**src/rtl/plc_pkg.sv**
```systemverilog
// Shared types, constants and codes of the partition layout calculator.
package plc_pkg;

    localparam int MAX_ENTRIES = 32;
    localparam int FW          = 48;
    localparam int BSW         = 17;
    localparam int IDXW        = 9;
    localparam int DIV_CNTW    = $clog2(FW);
    localparam int QDEPTH      = 2;
    localparam int QPW         = $clog2(QDEPTH);
    localparam int QCW         = $clog2(QDEPTH + 1);

    typedef enum logic [2:0] {
        ST_OK      = 3'd0,
        ST_CONFIG  = 3'd1,
        ST_START   = 3'd2,
        ST_OVERLAP = 3'd3,
        ST_EXCEEDS = 3'd4,
        ST_ABORTED = 3'd5,
        ST_IGNORED = 3'd6
    } status_t;

    typedef logic [1:0] reg_idx_t;
    localparam reg_idx_t REG_ALIGN    = 2'd0;
    localparam reg_idx_t REG_RESERVED = 2'd1;
    localparam reg_idx_t REG_BSIZE    = 2'd2;
    localparam reg_idx_t REG_TOTAL    = 2'd3;

    typedef struct packed {
        logic [FW-1:0]  align_bytes;
        logic [FW-1:0]  reserved_bytes;
        logic [BSW-1:0] block_size;
        logic [FW-1:0]  total_blocks;
    } cfg_t;

    typedef struct packed {
        logic [FW-1:0]   start_bytes;
        logic [FW-1:0]   size_bytes;
        logic            last_entry;
        logic [IDXW-1:0] entry_idx;
        logic            ignored;
        logic            extend;
    } item_t;

    typedef struct packed {
        logic          start;
        logic [FW-1:0] dividend;
        logic [FW-1:0] divisor;
    } div_req_t;

    typedef struct packed {
        logic          done;
        logic [FW-1:0] quotient;
        logic [FW-1:0] remainder;
    } div_rsp_t;

    typedef enum logic [3:0] {
        B_IDLE,
        B_CFG_A,
        B_CFG_R,
        B_START_A,
        B_START_S,
        B_SIZE,
        B_CHECK,
        B_LIMIT,
        B_EXT_DIV,
        B_END_SUM,
        B_END_DIV,
        B_ROUND,
        B_FIN
    } back_state_t;

endpackage

```
**src/rtl/plc_front.sv**
```systemverilog
// Intake stage: accepts entries, numbers them and tags ignored and extendable ones.
module plc_front import plc_pkg::*;
(
    input  logic            clk,
    input  logic            rst_n,
    input  logic            in_valid,
    output logic            in_ready,
    input  logic [FW-1:0]   start_bytes,
    input  logic [FW-1:0]   size_bytes,
    input  logic            last_entry,
    input  logic            q_full,
    output logic            q_push,
    output item_t           q_item
);

    logic [IDXW-1:0] idx_reg;
    logic [IDXW-1:0] idx_next;
    logic            accept;

    assign in_ready = !q_full;
    assign accept   = in_valid && !q_full;
    assign q_push   = accept;

    always_comb
    begin
        q_item.start_bytes = start_bytes;
        q_item.size_bytes  = size_bytes;
        q_item.last_entry  = last_entry;
        q_item.entry_idx   = idx_reg;
        q_item.ignored     = (idx_reg >= IDXW'(MAX_ENTRIES));
        q_item.extend      = last_entry || (idx_reg == IDXW'(MAX_ENTRIES - 1));
    end

    // The count stops at the entry limit and restarts after the last entry.
    always_comb
    begin
        idx_next = idx_reg;
        if (accept)
        begin
            if (last_entry)
            begin
                idx_next = '0;
            end
            else if (idx_reg < IDXW'(MAX_ENTRIES))
            begin
                idx_next = idx_reg + IDXW'(1);
            end
        end
    end

    always_ff @(posedge clk or negedge rst_n)
    begin
        if (!rst_n)
        begin
            idx_reg <= '0;
        end
        else
        begin
            idx_reg <= idx_next;
        end
    end

endmodule

```
**src/rtl/plc_fifo.sv**
```systemverilog
// Short queue of classified entries between the intake and the layout sequencer.
module plc_fifo import plc_pkg::*;
(
    input  logic  clk,
    input  logic  rst_n,
    input  logic  push,
    input  item_t push_item,
    output logic  full,
    input  logic  pop,
    output item_t head_item,
    output logic  empty
);

    item_t            mem_reg [QDEPTH];
    logic [QPW-1:0]   wr_ptr_reg;
    logic [QPW-1:0]   wr_ptr_next;
    logic [QPW-1:0]   rd_ptr_reg;
    logic [QPW-1:0]   rd_ptr_next;
    logic [QCW-1:0]   cnt_reg;
    logic [QCW-1:0]   cnt_next;
    logic             do_push;
    logic             do_pop;

    assign full      = (cnt_reg == QCW'(QDEPTH));
    assign empty     = (cnt_reg == '0);
    assign do_push   = push && !full;
    assign do_pop    = pop && !empty;
    assign head_item = mem_reg[rd_ptr_reg];

    always_comb
    begin
        wr_ptr_next = do_push ? wr_ptr_reg + QPW'(1) : wr_ptr_reg;
        rd_ptr_next = do_pop ? rd_ptr_reg + QPW'(1) : rd_ptr_reg;
        cnt_next    = cnt_reg;
        if (do_push && !do_pop)
        begin
            cnt_next = cnt_reg + QCW'(1);
        end
        else if (do_pop && !do_push)
        begin
            cnt_next = cnt_reg - QCW'(1);
        end
    end

    always_ff @(posedge clk or negedge rst_n)
    begin
        if (!rst_n)
        begin
            wr_ptr_reg <= '0;
            rd_ptr_reg <= '0;
            cnt_reg    <= '0;
        end
        else
        begin
            wr_ptr_reg <= wr_ptr_next;
            rd_ptr_reg <= rd_ptr_next;
            cnt_reg    <= cnt_next;
        end
    end

    always_ff @(posedge clk)
    begin
        if (do_push)
        begin
            mem_reg[wr_ptr_reg] <= push_item;
        end
    end

endmodule

```
**src/rtl/plc_div.sv**
```systemverilog
// Shared restoring divider, one quotient bit per cycle.
module plc_div import plc_pkg::*;
(
    input  logic     clk,
    input  logic     rst_n,
    input  div_req_t req,
    output div_rsp_t rsp
);

    logic                busy_reg;
    logic                done_reg;
    logic [DIV_CNTW-1:0] cnt_reg;
    logic [FW-1:0]       quo_reg;
    logic [FW-1:0]       rem_reg;
    logic [FW-1:0]       dsr_reg;
    logic [FW:0]         shifted;
    logic [FW+1:0]       diff;
    logic                qbit;
    logic [FW-1:0]       rem_next;

    always_comb
    begin
        shifted  = {rem_reg, quo_reg[FW-1]};
        diff     = {1'b0, shifted} - {2'b00, dsr_reg};
        qbit     = !diff[FW+1];
        rem_next = qbit ? diff[FW-1:0] : shifted[FW-1:0];
    end

    assign rsp.done      = done_reg;
    assign rsp.quotient  = quo_reg;
    assign rsp.remainder = rem_reg;

    always_ff @(posedge clk or negedge rst_n)
    begin
        if (!rst_n)
        begin
            busy_reg <= 1'b0;
            done_reg <= 1'b0;
            cnt_reg  <= '0;
        end
        else if (req.start)
        begin
            busy_reg <= 1'b1;
            done_reg <= 1'b0;
            cnt_reg  <= DIV_CNTW'(FW - 1);
        end
        else if (busy_reg)
        begin
            cnt_reg <= cnt_reg - DIV_CNTW'(1);
            if (cnt_reg == '0)
            begin
                busy_reg <= 1'b0;
                done_reg <= 1'b1;
            end
        end
        else
        begin
            done_reg <= 1'b0;
        end
    end

    always_ff @(posedge clk)
    begin
        if (req.start)
        begin
            quo_reg <= req.dividend;
            rem_reg <= '0;
            dsr_reg <= req.divisor;
        end
        else if (busy_reg)
        begin
            quo_reg <= {quo_reg[FW-2:0], qbit};
            rem_reg <= rem_next;
        end
    end

endmodule

```
**src/rtl/plc_back.sv**
```systemverilog
// Layout sequencer: runs the checks and block arithmetic of one entry and holds the result.
module plc_back import plc_pkg::*;
(
    input  logic            clk,
    input  logic            rst_n,
    input  cfg_t            cfg,
    input  logic            q_empty,
    output logic            q_pop,
    input  item_t           q_item,
    output div_req_t        div_req,
    input  div_rsp_t        div_rsp,
    output logic            out_valid,
    input  logic            out_ready,
    output logic [IDXW-1:0] entry_number,
    output logic [FW-1:0]   start_block,
    output logic [FW-1:0]   size_block,
    output logic [2:0]      status,
    output logic            table_done
);

    back_state_t     state_reg;
    back_state_t     state_next;
    logic            issued_reg;
    logic            issued_next;
    logic            error_seen_reg;
    logic            error_seen_next;
    logic [FW-1:0]   next_offset_reg;
    logic [FW-1:0]   next_offset_next;
    logic            out_valid_reg;
    logic            out_valid_next;

    item_t           item_reg;
    item_t           item_next;
    status_t         status_reg;
    status_t         status_next;
    logic [FW-1:0]   align_step_reg;
    logic [FW-1:0]   align_step_next;
    logic [FW-1:0]   res_blk_reg;
    logic [FW-1:0]   res_blk_next;
    logic [FW-1:0]   s_blk_reg;
    logic [FW-1:0]   s_blk_next;
    logic [FW-1:0]   z_blk_reg;
    logic [FW-1:0]   z_blk_next;
    logic [FW-1:0]   avail_reg;
    logic [FW-1:0]   avail_next;
    logic [FW-1:0]   end_reg;
    logic [FW-1:0]   end_next;
    logic [FW-1:0]   pad_reg;
    logic [FW-1:0]   pad_next;

    logic [IDXW-1:0] entry_number_reg;
    logic [FW-1:0]   start_block_reg;
    logic [FW-1:0]   size_block_reg;
    status_t         status_out_reg;
    logic            table_done_reg;

    logic            is_div;
    logic            div_fin;
    logic            out_free;
    logic            rem_zero;
    logic [FW:0]     limit_diff;
    logic            exceeds;
    logic [FW:0]     round_sum;
    logic            is_error;

    assign div_fin  = issued_reg && div_rsp.done;
    assign out_free = !out_valid_reg || out_ready;
    assign rem_zero = (div_rsp.remainder == '0);

    // Room left after start and size must still hold the reserved tail.
    assign limit_diff = {1'b0, avail_reg} - {1'b0, z_blk_reg};
    assign exceeds    = limit_diff[FW] || (res_blk_reg > limit_diff[FW-1:0]);
    assign round_sum  = {1'b0, end_reg} + {1'b0, pad_reg};
    assign is_error   = (status_reg == ST_CONFIG) || (status_reg == ST_START) ||
                        (status_reg == ST_OVERLAP) || (status_reg == ST_EXCEEDS);

    always_comb
    begin
        case (state_reg)
            B_CFG_A, B_CFG_R, B_START_A, B_START_S, B_SIZE, B_EXT_DIV, B_END_DIV:
                is_div = 1'b1;
            default:
                is_div = 1'b0;
        endcase
    end

    // Next state.
    always_comb
    begin
        state_next = state_reg;
        case (state_reg)
            B_IDLE:
                if (!q_empty)
                begin
                    if (q_item.ignored || error_seen_reg || (cfg.block_size == '0))
                    begin
                        state_next = B_FIN;
                    end
                    else
                    begin
                        state_next = B_CFG_A;
                    end
                end
            B_CFG_A:
                if (div_fin)
                begin
                    state_next = rem_zero ? B_CFG_R : B_FIN;
                end
            B_CFG_R:
                if (div_fin)
                begin
                    if (!rem_zero)
                    begin
                        state_next = B_FIN;
                    end
                    else if (cfg.align_bytes != '0)
                    begin
                        state_next = B_START_A;
                    end
                    else
                    begin
                        state_next = B_START_S;
                    end
                end
            B_START_A:
                if (div_fin)
                begin
                    state_next = rem_zero ? B_START_S : B_FIN;
                end
            B_START_S:
                if (div_fin)
                begin
                    state_next = B_SIZE;
                end
            B_SIZE:
                if (div_fin)
                begin
                    state_next = B_CHECK;
                end
            B_CHECK:
                if ((s_blk_reg < next_offset_reg) || (s_blk_reg > cfg.total_blocks))
                begin
                    state_next = B_FIN;
                end
                else
                begin
                    state_next = B_LIMIT;
                end
            B_LIMIT:
                if (exceeds)
                begin
                    state_next = B_FIN;
                end
                else if (item_reg.extend && (z_blk_reg == '0))
                begin
                    state_next = B_EXT_DIV;
                end
                else
                begin
                    state_next = B_END_SUM;
                end
            B_EXT_DIV:
                if (div_fin)
                begin
                    state_next = B_END_SUM;
                end
            B_END_SUM:
                state_next = B_END_DIV;
            B_END_DIV:
                if (div_fin)
                begin
                    state_next = B_ROUND;
                end
            B_ROUND:
                state_next = B_FIN;
            B_FIN:
                if (out_free)
                begin
                    state_next = B_IDLE;
                end
            default:
                state_next = B_IDLE;
        endcase
    end

    // Divider requests and queue pop.
    always_comb
    begin
        q_pop            = (state_reg == B_IDLE) && !q_empty;
        div_req.start    = is_div && !issued_reg;
        div_req.dividend = item_reg.start_bytes;
        div_req.divisor  = FW'(cfg.block_size);
        case (state_reg)
            B_CFG_A:
                div_req.dividend = cfg.align_bytes;
            B_CFG_R:
                div_req.dividend = cfg.reserved_bytes;
            B_START_A:
                div_req.divisor = cfg.align_bytes;
            B_SIZE:
                div_req.dividend = item_reg.size_bytes;
            B_EXT_DIV:
            begin
                div_req.dividend = z_blk_reg;
                div_req.divisor  = align_step_reg;
            end
            B_END_DIV:
            begin
                div_req.dividend = end_reg;
                div_req.divisor  = align_step_reg;
            end
            default:
                div_req.divisor = FW'(cfg.block_size);
        endcase
    end

    // Datapath next values.
    always_comb
    begin
        issued_next      = issued_reg;
        error_seen_next  = error_seen_reg;
        next_offset_next = next_offset_reg;
        out_valid_next   = out_valid_reg && !out_ready;
        item_next        = item_reg;
        status_next      = status_reg;
        align_step_next  = align_step_reg;
        res_blk_next     = res_blk_reg;
        s_blk_next       = s_blk_reg;
        z_blk_next       = z_blk_reg;
        avail_next       = avail_reg;
        end_next         = end_reg;
        pad_next         = pad_reg;

        if (div_req.start)
        begin
            issued_next = 1'b1;
        end
        else if (div_fin)
        begin
            issued_next = 1'b0;
        end

        case (state_reg)
            B_IDLE:
                if (!q_empty)
                begin
                    item_next = q_item;
                    if (q_item.ignored)
                    begin
                        status_next = ST_IGNORED;
                    end
                    else if (error_seen_reg)
                    begin
                        status_next = ST_ABORTED;
                    end
                    else if (cfg.block_size == '0)
                    begin
                        status_next = ST_CONFIG;
                    end
                    else
                    begin
                        status_next = ST_OK;
                    end
                end
            B_CFG_A:
                if (div_fin)
                begin
                    if (!rem_zero)
                    begin
                        status_next = ST_CONFIG;
                    end
                    align_step_next = (cfg.align_bytes == '0) ? FW'(1) : div_rsp.quotient;
                end
            B_CFG_R:
                if (div_fin)
                begin
                    if (!rem_zero)
                    begin
                        status_next = ST_CONFIG;
                    end
                    res_blk_next = div_rsp.quotient;
                end
            B_START_A:
                if (div_fin && !rem_zero)
                begin
                    status_next = ST_START;
                end
            B_START_S:
                if (div_fin)
                begin
                    // A start of zero blocks follows the previous partition.
                    s_blk_next = (div_rsp.quotient == '0) ? next_offset_reg : div_rsp.quotient;
                end
            B_SIZE:
                if (div_fin)
                begin
                    z_blk_next = div_rsp.quotient;
                end
            B_CHECK:
            begin
                avail_next = cfg.total_blocks - s_blk_reg;
                if (s_blk_reg < next_offset_reg)
                begin
                    status_next = ST_OVERLAP;
                end
                else if (s_blk_reg > cfg.total_blocks)
                begin
                    status_next = ST_EXCEEDS;
                end
            end
            B_LIMIT:
                if (exceeds)
                begin
                    status_next = ST_EXCEEDS;
                end
                else if (item_reg.extend && (z_blk_reg == '0))
                begin
                    z_blk_next = avail_reg - res_blk_reg;
                end
            B_EXT_DIV:
                if (div_fin)
                begin
                    z_blk_next = z_blk_reg - div_rsp.remainder;
                end
            B_END_SUM:
                end_next = s_blk_reg + z_blk_reg;
            B_END_DIV:
                if (div_fin)
                begin
                    pad_next = rem_zero ? '0 : align_step_reg - div_rsp.remainder;
                end
            B_ROUND:
                // The rounded end saturates at the top of the address range.
                next_offset_next = round_sum[FW] ? {FW{1'b1}} : round_sum[FW-1:0];
            B_FIN:
                if (out_free)
                begin
                    out_valid_next = 1'b1;
                    if (is_error)
                    begin
                        error_seen_next = 1'b1;
                    end
                    if (item_reg.last_entry)
                    begin
                        error_seen_next  = 1'b0;
                        next_offset_next = '0;
                    end
                end
            default:
                status_next = status_reg;
        endcase
    end

    always_ff @(posedge clk or negedge rst_n)
    begin
        if (!rst_n)
        begin
            state_reg       <= B_IDLE;
            issued_reg      <= 1'b0;
            error_seen_reg  <= 1'b0;
            next_offset_reg <= '0;
            out_valid_reg   <= 1'b0;
        end
        else
        begin
            state_reg       <= state_next;
            issued_reg      <= issued_next;
            error_seen_reg  <= error_seen_next;
            next_offset_reg <= next_offset_next;
            out_valid_reg   <= out_valid_next;
        end
    end

    always_ff @(posedge clk)
    begin
        item_reg       <= item_next;
        status_reg     <= status_next;
        align_step_reg <= align_step_next;
        res_blk_reg    <= res_blk_next;
        s_blk_reg      <= s_blk_next;
        z_blk_reg      <= z_blk_next;
        avail_reg      <= avail_next;
        end_reg        <= end_next;
        pad_reg        <= pad_next;
        if ((state_reg == B_FIN) && out_free)
        begin
            entry_number_reg <= item_reg.entry_idx + IDXW'(1);
            start_block_reg  <= (status_reg == ST_OK) ? s_blk_reg : '0;
            size_block_reg   <= (status_reg == ST_OK) ? z_blk_reg : '0;
            status_out_reg   <= status_reg;
            table_done_reg   <= item_reg.last_entry;
        end
    end

    assign out_valid    = out_valid_reg;
    assign entry_number = entry_number_reg;
    assign start_block  = start_block_reg;
    assign size_block   = size_block_reg;
    assign status       = status_out_reg;
    assign table_done   = table_done_reg;

endmodule

```
**src/rtl/partition_layout_calculator_top.sv**
```systemverilog
// Top level of the partition layout calculator: configuration registers and the pipeline parts.
//
// Channel   Direction  Handshake               Payload
// in        input      in_valid / in_ready     start_bytes, size_bytes, last_entry
// out       output     out_valid / out_ready   entry_number, start_block, size_block,
//                                              status, table_done
// cfg       input      cfg_write               cfg_index, cfg_data
//
// An entry that is ignored, aborted or meets a zero block size goes from idle straight to the final state.
// A laid-out entry runs five to seven passes through the shared bit-serial divider,
// plus six further steps (idle, check, limit, end sum, round and final state);
// the divider sets the rate.
// A two-entry queue lets new entries be taken while the sequencer works or while the
// output register waits for out_ready. Reset clears the table state and loads the
// register defaults; there is no clearing pass.
module partition_layout_calculator_top import plc_pkg::*;
(
    input  logic            clk,
    input  logic            rst_n,
    input  logic            cfg_write,
    input  logic [1:0]      cfg_index,
    input  logic [FW-1:0]   cfg_data,
    input  logic            in_valid,
    output logic            in_ready,
    input  logic [FW-1:0]   start_bytes,
    input  logic [FW-1:0]   size_bytes,
    input  logic            last_entry,
    output logic            out_valid,
    input  logic            out_ready,
    output logic [IDXW-1:0] entry_number,
    output logic [FW-1:0]   start_block,
    output logic [FW-1:0]   size_block,
    output logic [2:0]      status,
    output logic            table_done
);

    cfg_t     cfg_reg;
    cfg_t     cfg_next;
    logic     q_full;
    logic     q_push;
    item_t    q_in_item;
    logic     q_pop;
    item_t    q_head_item;
    logic     q_empty;
    div_req_t div_req;
    div_rsp_t div_rsp;

    always_comb
    begin
        cfg_next = cfg_reg;
        if (cfg_write)
        begin
            case (cfg_index)
                REG_ALIGN:    cfg_next.align_bytes    = cfg_data;
                REG_RESERVED: cfg_next.reserved_bytes = cfg_data;
                REG_BSIZE:    cfg_next.block_size     = cfg_data[BSW-1:0];
                REG_TOTAL:    cfg_next.total_blocks   = cfg_data;
                default:      cfg_next = cfg_reg;
            endcase
        end
    end

    always_ff @(posedge clk or negedge rst_n)
    begin
        if (!rst_n)
        begin
            cfg_reg.align_bytes    <= '0;
            cfg_reg.reserved_bytes <= '0;
            cfg_reg.block_size     <= BSW'(512);
            cfg_reg.total_blocks   <= '0;
        end
        else
        begin
            cfg_reg <= cfg_next;
        end
    end

    plc_front u_front
    (
        .clk         (clk),
        .rst_n       (rst_n),
        .in_valid    (in_valid),
        .in_ready    (in_ready),
        .start_bytes (start_bytes),
        .size_bytes  (size_bytes),
        .last_entry  (last_entry),
        .q_full      (q_full),
        .q_push      (q_push),
        .q_item      (q_in_item)
    );

    plc_fifo u_fifo
    (
        .clk       (clk),
        .rst_n     (rst_n),
        .push      (q_push),
        .push_item (q_in_item),
        .full      (q_full),
        .pop       (q_pop),
        .head_item (q_head_item),
        .empty     (q_empty)
    );

    plc_div u_div
    (
        .clk   (clk),
        .rst_n (rst_n),
        .req   (div_req),
        .rsp   (div_rsp)
    );

    plc_back u_back
    (
        .clk          (clk),
        .rst_n        (rst_n),
        .cfg          (cfg_reg),
        .q_empty      (q_empty),
        .q_pop        (q_pop),
        .q_item       (q_head_item),
        .div_req      (div_req),
        .div_rsp      (div_rsp),
        .out_valid    (out_valid),
        .out_ready    (out_ready),
        .entry_number (entry_number),
        .start_block  (start_block),
        .size_block   (size_block),
        .status       (status),
        .table_done   (table_done)
    );

endmodule
```
**config.mk**
```make
export PLATFORM = sky130hd
export DESIGN_NAME = partition_layout_calculator_top
export DESIGN_NICKNAME = d
export VERILOG_FILES = /design/src/rtl/plc_pkg.sv /design/src/rtl/plc_front.sv /design/src/rtl/plc_fifo.sv /design/src/rtl/plc_div.sv /design/src/rtl/plc_back.sv /design/src/rtl/partition_layout_calculator_top.sv
export SDC_FILE = /design/constraint.sdc
export NUM_CORES = 2
export LEC_CHECK = 0
export BUFFER_PORTS_ARGS = -buffer_cell sky130_fd_sc_hd__buf_2
export CAP_MARGIN = 20
export CELL_PAD_IN_SITES_DETAIL_PLACEMENT = 1
export CELL_PAD_IN_SITES_GLOBAL_PLACEMENT = 1
export CORE_AREA = 2 2 352 354
export CTS_BUF_LIST = sky130_fd_sc_hd__clkbuf_4 sky130_fd_sc_hd__clkbuf_8 sky130_fd_sc_hd__clkbuf_16
export DETAILED_ROUTE_END_ITERATION = 12
export DIE_AREA = 0 0 354 356
export GPL_TIMING_DRIVEN = 0
export PLACE_DENSITY = 0.85
export SLEW_MARGIN = 10
export SYNTH_ARGS = -nofsm -noshare
export SYNTH_HDL_FRONTEND = slang
export SYNTH_SLANG_ARGS = --single-unit
export TNS_END_PERCENT = 100
```
**constraint.sdc**
```tcl
create_clock -name clk -period 22.1 [get_ports clk]
set_clock_uncertainty 0.2 [all_clocks]
set_input_delay 3.315 -clock clk [delete_from_list [all_inputs] [get_ports clk]]
set_output_delay 3.315 -clock clk [all_outputs]
set_load 0.01 [all_outputs]
```
==> run_results.csv <==
group,metric,value,unit
placed_design,globalplace.congestion,0.994,
floorplan,core,123000,um2
placed_design,dpl_worst_slack,12500,ps
clock_network,cts_tree,"done",
cells_and_area,final_cell_mix,"edfxtp_1, a21oi_1, ha_1",
routing,ant_nets,0,
synth,synth_edf_count,867,
synth,syn_area_per_cell,10.7,um2
floorplan,ios,263,
pwr,peakVddDrop,126,uV
setup_path,crit_slowest_cell,"edfxtp_1",
synth,synth_flop_cell,"edfxtp_1",
synth,synthesis.area,66900,um2
cells_and_area,mostFrequentLayoutCell,"edfxtp_1",
global_route,grt_pass1_vias,59756,
clock_network,cts.repair.resized,0,
cells_and_area,fillers,12855,
run_status,status,"finished, final reports clean",
clock_network,cts_buffers,132,
sta,timing.final.ws_setup,12280,ps
sta,period_needed,9820,ps
setup_path,crit_path_frequent_cell,"a21oi_1",
floorplan,fp.dieH,356,um
setup_path,critPathLaunchType,"flop",
setup_path,path_cells,"inv_1 -> ha_1 -> a21oi_1 -> o31ai_1 -> a2111o_1 -> a211oi_1 -> o31ai_1 -> a21oi_1 -> o221ai_1 -> a31o_2 -> a21oi_1 -> o21ai_0 -> xnor2_1 -> ha_1 -> nand4_1 -> or2_2 -> nor3_2 -> nand3_1 -> o22ai_1 -> o21ai_0 -> o22a_1 -> o32ai_4 -> buf_8",
flow_run,max-cap-violations,0,
routing,via_count,58938,
clock_network,cts.htree.levels,4,
clock_network,clock-root-buffer,"clkbuf_16",
setup_path,worstPathMaxFanout,17,
clock_network,numClockSinks,1152,
global_route,grt_pass1_wl,421,mm
setup_path,worstSetupEndpointType,"flop",
synth,async_reset_ff_share,20.6,%
routing,drt_iter0_drc,8552,
setup_path,cpPeakStageDelay,930,ps
sta,slew_headroom,13.2,%
setup_path,path_class,"reg -> reg",
placed_design,portBuffers,262,
synth,syn_nets,6880,
global_route,grt_max_degree,105,
pwr,pwr-share-comb,43.9,%
pwr,p_switching,0.00462,W
clock_network,cts_setup_buffers,0,
floorplan,die_w,354,um
cells_and_area,largest_register_ffs,216,
routing,firstDrtPassIters,12,
pwr,p_leak,31.4,nW
clock_network,clock_path_buffers,3,
sta,hold_viol,0,
cells_and_area,layout.nets,7345,
worst_hold_path,hp-class,"reg -> reg",
global_route,track_usage,46.2,%
synth,yosysWarnings,0,
synth,synth-seq-cells,1152,
sta,finalCritPeriodShare,44.4,%
floorplan,dieArea,126000,um2
setup_path,worst_ep_required_time,22380,ps
pwr,p_per_area,139,nW/um2
synth,synthCells,6239,
pwr,intPower,0.00587,W
clock_network,clock_latency,820,ps
floorplan,start_util,54.6,%
global_route,antenna_found_initial,41,
sta,worstMarginPinSlew,1300,ps
pwr,p_clk_share,21.7,%
routing,vias_per_cell,6.97,
global_route,overflow,0,
pwr,p_seq_share,34.3,%
routing,drc,0,
synth,yosysUniqueCellTypes,81,
cells_and_area,drive_above_1_share,13.1,%
floorplan,num_rows,129,
sta,grt_setup_unrepaired,"false",
setup_path,worstPathArrival,10100,ps
routing,wirelength,296,mm
sta,fmax,0.102,GHz
placed_design,dpl.hpwl,218,mm
sta,finalSetupViolCount,0,
sta,fin_tns_setup,0,ps
cells_and_area,area_growth,13.0,%
synth,ys_seq_area_share,49.2,%
sta,slew_violations,0,
pwr,p_sw_share,44.0,%
clock_network,cts_hold_buf,0,
clock_network,clk_pin_slew,60,ps
routing,routedWlPerCell,35.0,um
==> worst max-delay path, delay by kind of cell (launching register included) <==
family,cells,cell delay [ps]
AO/OA/AOI/OAI,14,5830
XOR/XNOR,1,160
adder cells (fa/ha/maj),2,580
buffers and inverters,2,460
flip-flops,1,930
AND/OR/NAND/NOR,4,1300
==> cell usage after synthesis, types with 15 or more instances <==
library cell / n / area (um2)
nand2b_1: 73 / 457
nand4_1: 86 / 538
a31oi_1: 101 / 632
dfxtp_1: 48 / 961
o211ai_1: 35 / 263
and4_1: 15 / 131
o21bai_1: 67 / 503
nor4_1: 60 / 375
a21o_1: 307 / 2300
a221o_1: 16 / 160
nor2_1: 480 / 1800
ha_1: 481 / 6020
o221ai_1: 18 / 158
buf_1: 17 / 63.8
dfrtp_1: 236 / 5910
nor3_1: 67 / 335
inv_1: 395 / 1480
xnor2_1: 196 / 1720
a222oi_1: 96 / 961
o31ai_1: 16 / 120
or2_2: 18 / 113
edfxtp_1: 867 / 26000
xor2_1: 160 / 1400
and3_1: 49 / 307
a211oi_1: 39 / 293
clkbuf_1: 218 / 818
o21ai_0: 334 / 1670
o21a_1: 58 / 435
a22o_1: 32 / 280
and2_1: 22 / 138
nand3_1: 96 / 480
mux2_2: 269 / 3030
a22oi_1: 45 / 338
nor2b_1: 115 / 719
nand2_1: 387 / 1450
a21oi_1: 485 / 2430
==> layout make-up <==
class,count,area (um2),share of cell area [%]
flip-flops and latches,1152,32900,43.5
clock inverters,61,609,0.805
inverters,396,1490,1.96
plain buffers,245,940,1.24
repair buffers,331,2150,2.84
diodes,9,22.5,0.0298
well taps,1637,2050,2.71
clock buffers,179,3740,4.95
multi-input cells,4446,31700,41.9
==> through the flow <==
stage                     total power [W]  std cells  util (%)  instance area, um2  hold slack [ps]
final                              0.0105       8456      61.7               75700              312
after global routing               0.0108       8447      61.7               75600              314
after CTS                          0.0102       8440      61.6               75600              309
after detailed placement          0.00785       8200      58.0               71200              287
after global placement            0.00764       8138      57.3               70300              266
after floorplan                   0.00609       6239         -               66900              234
==> worst paths after layout <==
| check | from | to | slack [ps] | depth (start not counted) |
|---|---|---|---|---|
| worst max-delay path | u_back.z_blk_reg[5] | u_back.z_blk_reg[39] | 12280 | 23 |
| worst min-delay path | cfg_reg[112] | cfg_reg[112] | 310 | 1 |
| worst max register to register | u_back.z_blk_reg[5] | u_back.z_blk_reg[39] | 12280 | 23 |
| worst min register to register | cfg_reg[112] | cfg_reg[112] | 310 | 1 |
| max in group asynchronous | rst_n | cfg_reg[42] | 17960 | 3 |
| min in group asynchronous | rst_n | u_back.next_offset_reg[4] | 2250 | 1 |
==> routing by layer <==
layer  track usage [%]  vias up  wire length [um]  part of all wire (%)
met3              14.0     1139             35800                    12
met1              58.9    29157            111000                    38
li1                  -    24265                 -                     -
met4              26.7       58             19600                   6.6
met2              69.7     4319            129000                    44
met5             0.717        -               463                  0.16
==> cells by family after synthesis <==
kind of cell | synth area share [%]
muxes | 4.72
buffers and inverters | 3.61
xor gates and xnor gates | 4.66
adders and majority gates | 9.23
and+or+nand+nor | 10.7
AOI/OAI and AO/OA | 17.9
DFF | 49.2
==> power by group through the flow <==
stage,clock network [W],logic (W),registers (W)
after floorplan,0,0.00275,0.00334
after global placement,0,0.00404,0.00359
after detailed placement,0,0.00429,0.00356
after CTS,0.00227,0.00444,0.00355
after global routing,0.00234,0.00486,0.00360
final,0.00228,0.00461,0.00360
Note: power is estimated with default switching activity, not from simulation.
